**src/design/bmsp_pkg.sv**
```systemverilog
`default_nettype none

package bmsp_pkg;

	typedef enum logic [1:0] {
		KIND_CHANNEL       = 2'd0,
		KIND_SYSEX_BYTE    = 2'd1,
		KIND_SYSEX_DONE    = 2'd2,
		KIND_SYSEX_ABANDON = 2'd3
	} kind_t;

	localparam logic [7:0] SYSEX_START    = 8'hF0;
	localparam logic [7:0] SYSEX_END      = 8'hF7;
	localparam logic [7:0] REALTIME_FIRST = 8'hF8;

	// upper nibbles of status bytes
	localparam logic [3:0] NIB_PROGRAM  = 4'hC;
	localparam logic [3:0] NIB_PRESSURE = 4'hD;
	localparam logic [3:0] NIB_SYSTEM   = 4'hF;

	localparam int SYSEX_CAPACITY_DEFAULT = 256;

	typedef struct packed {
		kind_t       kind;
		logic [7:0]  voice_status;
		logic [6:0]  first_data;
		logic [6:0]  second_data;
		logic [7:0]  sysex_value;
		logic [8:0]  sysex_total;
		logic        last_of_run;
	} result_t;

endpackage

`default_nettype wire

```
**src/design/ble_midi_stream_parser.sv**
```systemverilog
// An accepted item passes through the input register and then the result queue
// before its first result appears on the outputs; a second result of the same
// item is queued with the first and is ready as soon as the first is taken.
// Throughput: one item per cycle while the queue has room for two results;
// a SysEx restart writes two results into the four-entry result queue.
// Reset (arst_n low, asynchronous): parser state cleared, no running status,
// no SysEx in progress, input register and result queue empty.
`default_nettype none

module ble_midi_stream_parser #(
	parameter int SYSEX_CAPACITY = bmsp_pkg::SYSEX_CAPACITY_DEFAULT
) (
	input  wire logic       clk,
	input  wire logic       arst_n,
	// input items
	input  wire logic       packet_valid,
	output logic            packet_stall,
	input  wire logic [7:0] packet_byte,
	input  wire logic       packet_start,
	// result items
	output logic            result_valid,
	input  wire logic       result_stall,
	output logic [1:0]      kind,
	output logic [7:0]      voice_status,
	output logic [6:0]      first_data,
	output logic [6:0]      second_data,
	output logic [7:0]      sysex_value,
	output logic [8:0]      sysex_total,
	output logic            last_of_run
);

	// count must hold the capacity itself
	localparam int CW  = $clog2(SYSEX_CAPACITY + 1);
	localparam int QD  = 4;
	localparam int QAW = $clog2(QD);

	// ---------------------------------------------------------------- input register
	logic       valid_s1;
	logic [7:0] byte_s1;
	logic       start_s1;
	logic       advance;
	logic       take_in;

	// ---------------------------------------------------------------- parser state
	logic          ts_q;        // next byte follows a timestamp
	logic          active_q;    // SysEx in progress
	logic [CW-1:0] count_q;     // SysEx bytes so far
	logic [7:0]    rs_q;        // running status, zero = none
	logic [6:0]    held_q;      // first data byte awaiting the second
	logic          dpos_q;      // held_q is valid

	logic          ts_nx;
	logic          active_nx;
	logic [CW-1:0] count_nx;
	logic [7:0]    rs_nx;
	logic [6:0]    held_nx;
	logic          dpos_nx;

	logic              midi;
	logic [CW-1:0]     count_inc;
	logic              below_cap;
	logic [CW+8:0]     count_wide;
	logic [CW+8:0]     inc_wide;
	bmsp_pkg::result_t r0;
	bmsp_pkg::result_t r1;
	bmsp_pkg::result_t abandon_res;
	logic [1:0]        n_res;

	// ---------------------------------------------------------------- result queue
	bmsp_pkg::result_t queue_q [QD];
	logic [QAW-1:0]    wr_q;
	logic [QAW-1:0]    rd_q;
	logic [QAW:0]      qcount_q;
	logic              room;
	logic              pop;
	logic [1:0]        push_n;
	bmsp_pkg::result_t head;

	// Room for the worst case of two results per item; checked against the
	// registered count only, so stall never waits on the output side.
	assign room         = qcount_q <= (QAW+1)'(QD - 2);
	assign advance      = valid_s1 & room;
	assign packet_stall = valid_s1 & ~room;
	assign take_in      = packet_valid & ~packet_stall;

	always_ff @(posedge clk or negedge arst_n) begin
		if (!arst_n) begin
			valid_s1 <= 1'b0;
		end else begin
			valid_s1 <= take_in | (valid_s1 & ~advance);
		end
	end

	always_ff @(posedge clk) begin
		if (take_in) begin
			byte_s1  <= packet_byte;
			start_s1 <= packet_start;
		end
	end

	// ---------------------------------------------------------------- per-byte decode
	assign count_inc  = count_q + 1'b1;
	assign below_cap  = count_q < CW'(SYSEX_CAPACITY);
	assign count_wide = (CW+9)'(count_q);
	assign inc_wide   = (CW+9)'(count_inc);

	always_comb begin
		abandon_res             = '0;
		abandon_res.kind        = bmsp_pkg::KIND_SYSEX_ABANDON;
		abandon_res.sysex_total = count_wide[8:0];
	end

	always_comb begin
		r0        = '0;
		r1        = '0;
		n_res     = 2'd0;
		active_nx = active_q;
		count_nx  = count_q;
		rs_nx     = rs_q;
		held_nx   = held_q;
		dpos_nx   = dpos_q;

		// header byte is dropped; an unmarked high byte is timestampLow
		midi  = ~start_s1 & (ts_q | ~byte_s1[7]);
		ts_nx = ~start_s1 & ~ts_q & byte_s1[7];

		if (midi) begin
			if (byte_s1 == bmsp_pkg::SYSEX_START) begin
				// restart abandons the open SysEx first
				if (active_q) begin
					r0    = abandon_res;
					n_res = 2'd2;
				end else begin
					n_res = 2'd1;
				end
				active_nx = 1'b1;
				count_nx  = CW'(1);
				rs_nx     = '0;
				if (active_q) begin
					r1.kind        = bmsp_pkg::KIND_SYSEX_BYTE;
					r1.sysex_value = bmsp_pkg::SYSEX_START;
				end else begin
					r0.kind        = bmsp_pkg::KIND_SYSEX_BYTE;
					r0.sysex_value = bmsp_pkg::SYSEX_START;
				end
			end else if (byte_s1 == bmsp_pkg::SYSEX_END) begin
				// stray end byte is ignored
				if (active_q) begin
					n_res     = 2'd1;
					active_nx = 1'b0;
					count_nx  = '0;
					if (below_cap) begin
						r0.kind        = bmsp_pkg::KIND_SYSEX_DONE;
						r0.sysex_value = bmsp_pkg::SYSEX_END;
						r0.sysex_total = inc_wide[8:0];
					end else begin
						r0 = abandon_res;
					end
				end
			end else if (byte_s1[7]) begin
				// real-time bytes leave everything untouched
				if (byte_s1 < bmsp_pkg::REALTIME_FIRST) begin
					if (active_q) begin
						r0        = abandon_res;
						n_res     = 2'd1;
						active_nx = 1'b0;
						count_nx  = '0;
					end
					if (byte_s1[7:4] != bmsp_pkg::NIB_SYSTEM) begin
						rs_nx   = byte_s1;
						dpos_nx = 1'b0;
					end else begin
						rs_nx = '0;
					end
				end
			end else if (active_q) begin
				n_res = 2'd1;
				if (below_cap) begin
					count_nx       = count_inc;
					r0.kind        = bmsp_pkg::KIND_SYSEX_BYTE;
					r0.sysex_value = byte_s1;
				end else begin
					r0        = abandon_res;
					active_nx = 1'b0;
					count_nx  = '0;
				end
			end else if (rs_q != '0) begin
				if (!dpos_q) begin
					if (rs_q[7:4] == bmsp_pkg::NIB_PROGRAM
					    || rs_q[7:4] == bmsp_pkg::NIB_PRESSURE) begin
						n_res           = 2'd1;
						r0.kind         = bmsp_pkg::KIND_CHANNEL;
						r0.voice_status = rs_q;
						r0.first_data   = byte_s1[6:0];
					end else begin
						held_nx = byte_s1[6:0];
						dpos_nx = 1'b1;
					end
				end else begin
					n_res           = 2'd1;
					r0.kind         = bmsp_pkg::KIND_CHANNEL;
					r0.voice_status = rs_q;
					r0.first_data   = held_q;
					r0.second_data  = byte_s1[6:0];
					dpos_nx         = 1'b0;
				end
			end
		end

		// flag the final result of this item
		if (n_res == 2'd1) begin
			r0.last_of_run = 1'b1;
		end else if (n_res == 2'd2) begin
			r1.last_of_run = 1'b1;
		end
	end

	// advance parser state only when the item leaves the input register
	always_ff @(posedge clk or negedge arst_n) begin
		if (!arst_n) begin
			ts_q     <= 1'b0;
			active_q <= 1'b0;
			count_q  <= '0;
			rs_q     <= '0;
			held_q   <= '0;
			dpos_q   <= 1'b0;
		end else if (advance) begin
			ts_q     <= ts_nx;
			active_q <= active_nx;
			count_q  <= count_nx;
			rs_q     <= rs_nx;
			held_q   <= held_nx;
			dpos_q   <= dpos_nx;
		end
	end

	// ---------------------------------------------------------------- result queue
	assign push_n = advance ? n_res : 2'd0;
	assign pop    = result_valid & ~result_stall;

	always_ff @(posedge clk or negedge arst_n) begin
		if (!arst_n) begin
			wr_q     <= '0;
			rd_q     <= '0;
			qcount_q <= '0;
		end else begin
			wr_q     <= wr_q + QAW'(push_n);
			rd_q     <= rd_q + QAW'(pop);
			qcount_q <= qcount_q + (QAW+1)'(push_n) - (QAW+1)'(pop);
		end
	end

	always_ff @(posedge clk) begin
		if (push_n != 2'd0) begin
			queue_q[wr_q] <= r0;
		end
		if (push_n == 2'd2) begin
			queue_q[wr_q + 1'b1] <= r1;
		end
	end

	assign head         = queue_q[rd_q];
	assign result_valid = qcount_q != '0;
	assign kind         = head.kind;
	assign voice_status = head.voice_status;
	assign first_data   = head.first_data;
	assign second_data  = head.second_data;
	assign sysex_value  = head.sysex_value;
	assign sysex_total  = head.sysex_total;
	assign last_of_run  = head.last_of_run;

endmodule

`default_nettype wire

```
**config.mk**
```make
export PLATFORM = sky130hd
export DESIGN_NAME = ble_midi_stream_parser
export DESIGN_NICKNAME = d
export VERILOG_FILES = /design/src/design/bmsp_pkg.sv /design/src/design/ble_midi_stream_parser.sv
export SDC_FILE = /design/constraint.sdc
export NUM_CORES = 1
export LEC_CHECK = 0
export BUFFER_PORTS_ARGS = -buffer_cell sky130_fd_sc_hd__clkbuf_2
export CAP_MARGIN = 20
export CORE_MARGIN = 2
export CORE_UTILIZATION = 55
export DETAILED_ROUTE_END_ITERATION = 6
export PLACE_DENSITY = 0.73
export SYNTH_ARGS = -nofsm -noshare
export SYNTH_HDL_FRONTEND = slang
export SYNTH_SLANG_ARGS = --single-unit
```
**constraint.sdc**
```tcl
create_clock -name clk -period 7 [get_ports clk]
set_clock_uncertainty 0.2 [all_clocks]
set_input_delay 1.4 -clock clk [delete_from_list [all_inputs] [get_ports clk]]
set_output_delay 1.4 -clock clk [all_outputs]
set_load 0.005 [all_outputs]
```
==> run summary <==
Status: finished, final reports clean
Core area: 18020 sq um
CP max FO: 70
Rel. slew slack: 25.60%
Clock latency on the worst-skew pair: 0.51 ns
Global Route Usage Sum: 26.97%
Vias in the first global route: 7757
Number of buffers created by CTS: 23
Layout Nets: 977
Seq/Total Area, Yosys: 46.95%
Ys async rst share: 16.51%
Synth top area share: 28.49%
I/O pins: 57
DP HPWL: 16740 um
Top cells by area, synth: dfxtp_1, o211ai_1, edfxtp_1
Setup Buffers After CTS: 0
Critical Path End Type: flip-flop
Final hold vios: 0
Starting Density: 56.13%
Wire per inst: 22.31 um
Final setup violation count: 0
Pwr Density: 329.8 nW/um^2
Syn nets: 986
RSZ-0062 raised after global routing: false
Worst setup path class: reg -> reg
Slew Viols, Final: 0
HP Class: reg -> reg
Worst Path Required: 6.98 ns
Share of post-route cells with drive strength above 1: 19.36%
Largest net degree at the start of global routing: 71
Yosys cell types: 71
CP arrival: 4.49 ns
Antenna-violating nets left: 0
Die height: 139.6 um
Bufs on Longest Clock Path: 3
Die X: 139.6 um
Drt drc: 0
Die Area: 19500 sq um
First-pass GRT wire length: 42590 um
Hold-critical path depth: 2
Post-synthesis cell count: 964
Detailed Route WL: 26770 um
Total grt overflow: 0
CTS hold repair buffers: 0
Port bufs: 56
Ant. Diodes: 0
Vias post-DR: 8131
Resize count post-CTS: 0
Final period demand of the worst path: 4.518 ns
Most used DFF post-synth: dfxtp_1
Maximum vdd ir drop: 247.9 uV
H-tree depth: 1
Sink Count: 212
Max frequency: 221.3 MHz
Initial antenna violation count: 0
Reg2Reg Depth: 6
Worst-path clk slew: 0.06 ns
Leak pwr: 3.747 nW
Starting DRT DRC Count: 994
Most common cell after layout, fill and taps aside: o21ai_1
Biggest area consumer among synthesized cells: dfxtp_1
Final WS setup: 2.482 ns
Worst slew pin tran: 1.116 ns
Syn_area_per_cell: 10.50 sq um
Synth Cell Area: 10120 sq um
Element type at the critical path start: flip-flop
GPL Wtd Cong: 0.9695
Crit share post-route: 64.55%
TritonCTS clock tree: done
Post-synth EDFFs: 33
Pre-CTS setup slack: 2.636 ns
MaxCap Viol Count: 0
Area Growth Syn to Fin: 8.657%
Vias per cell: 6.776
Highest-count cells in the layout ignoring fill and taps: o21ai_1, dfxtp_1, o211ai_1
Synth Register Bits: 212
Row cnt: 49
Root Driver: clkbuf_16
Drt first pass iters: 6
Final setup TNS: 0 ns
Yosys warnings: 0
## Yosys cell counts (all sizes together), types with 2 or more instances
cell     number
o21ai       186
dfxtp       144
o211ai      140
buf          62
nand2        43
clkbuf       42
mux4         42
dfrtp        35
edfxtp       33
nand3        25
a21oi        23
inv          18
nor3         14
or2          14
nor2          9
or3           9
ha            8
mux2          8
o31ai         8
or4           8
a22oi         7
and3          7
nand2b        7
nand4         7
nor2b         6
a211oi        4
a32o          4
and4          4
xnor2         4
a21boi        3
a31o          3
nand4bb       3
nor4          3
o311ai        3
and4b         2
o2111ai       2
o21bai        2
o22ai         2
xor2          2
## cell type report
class,instances,area (sq um)
Inverter,19,71.32
Sequential cell,212,4752
Clock buffer,33,705.7
Tap cell,229,286.5
Multi-Input combinational cell,629,4710
Fill cell,1520,7032
Clock inverter,8,82.58
Timing Repair Buffer,70,385.4
## where the power goes
| group | total (mW) | leakage [nW] | internal [mW] | switching, mW |
|---|---|---|---|---|
| combinational | 0.884 | 1.46 | 0.313 | 0.570 |
| sequential | 1.51 | 1.89 | 1.36 | 0.152 |
| clock | 1.23 | 0.391 | 0.743 | 0.492 |
| total | 3.63 | 3.75 | 2.41 | 1.21 |
## final timing paths
kind | startpoint | to | slack, ns
worst max-delay path | active_q | queue_q[1][15] | 2.48
worst min-delay path | queue_q[2][23] | queue_q[2][23] | 0.28
worst max register to register | active_q | queue_q[1][15] | 2.48
worst min register to register | queue_q[2][23] | queue_q[2][23] | 0.28
max in group asynchronous | arst_n | rd_q[1] | 5.15
min in group asynchronous | arst_n | count_q[6] | 0.82
## cells by family (layout without fill, tap and decap cells)
kind of cell	Yosys count	after routing	share of synthesized area (%)
AOI/OAI and AO/OA	397	397	25.24
DFF	212	212	46.95
and+or+nand+nor	167	167	9.362
buffers and inverters	123	130	6.505
muxes	50	50	10.24
adders and majority gates	9	9	1.187
xor gates and xnor gates	6	6	0.5194
## sequential cells by signal (all words and copies together), names as in the netlist
| signal | cells |
|---|---|
| rs_q | 8 |
| active_q | 1 |
| rd_q | 2 |
| start_s1 | 1 |
| wr_q | 2 |
| valid_s1 | 1 |
| byte_s1 | 8 |
| dpos_q | 1 |
| qcount_q | 3 |
| held_q | 7 |
| queue_q | 168 |
| ts_q | 1 |
| count_q | 9 |
## critical path, stage by stage (launching register included)
cell	delay, ns
dfrtp_1	0.62
inv_1	0.47
o31ai_4	0.17
o2111ai_4	0.62
buf_4	0.70
or2_2	0.94
nand2_1	0.39
## layer usage
| layer | share of wire [%] | GRT usage, % | vias to the layer above | wire length [um] |
|---|---|---|---|---|
| li1 | - | - | 3704 | - |
| met4 | 1.8 | 6.789 | 0 | 490 |
| met1 | 43 | 38.96 | 3993 | 11640 |
| met5 | 0 | 0 | - | 0 |
| met2 | 46 | 41.72 | 377 | 12180 |
| met3 | 9.2 | 5.919 | 57 | 2458 |
## metrics by stage
stage | instances | power [mW] | area, sq um | hold WS [ns] | util [%]
global placement | 1159 | 2.394 | 10200 | 0.2647 | 56.62
floorplan | 964 | 2.152 | 10120 | 0.2544 | -
detailed placement | 1159 | 2.406 | 10200 | 0.2725 | 56.62
global route | 1200 | 3.780 | 10990 | 0.3019 | 60.99
CTS | 1200 | 3.635 | 10990 | 0.2804 | 60.99
finish | 1200 | 3.626 | 10990 | 0.2779 | 60.99
Note: power is estimated with default switching activity, not from simulation.
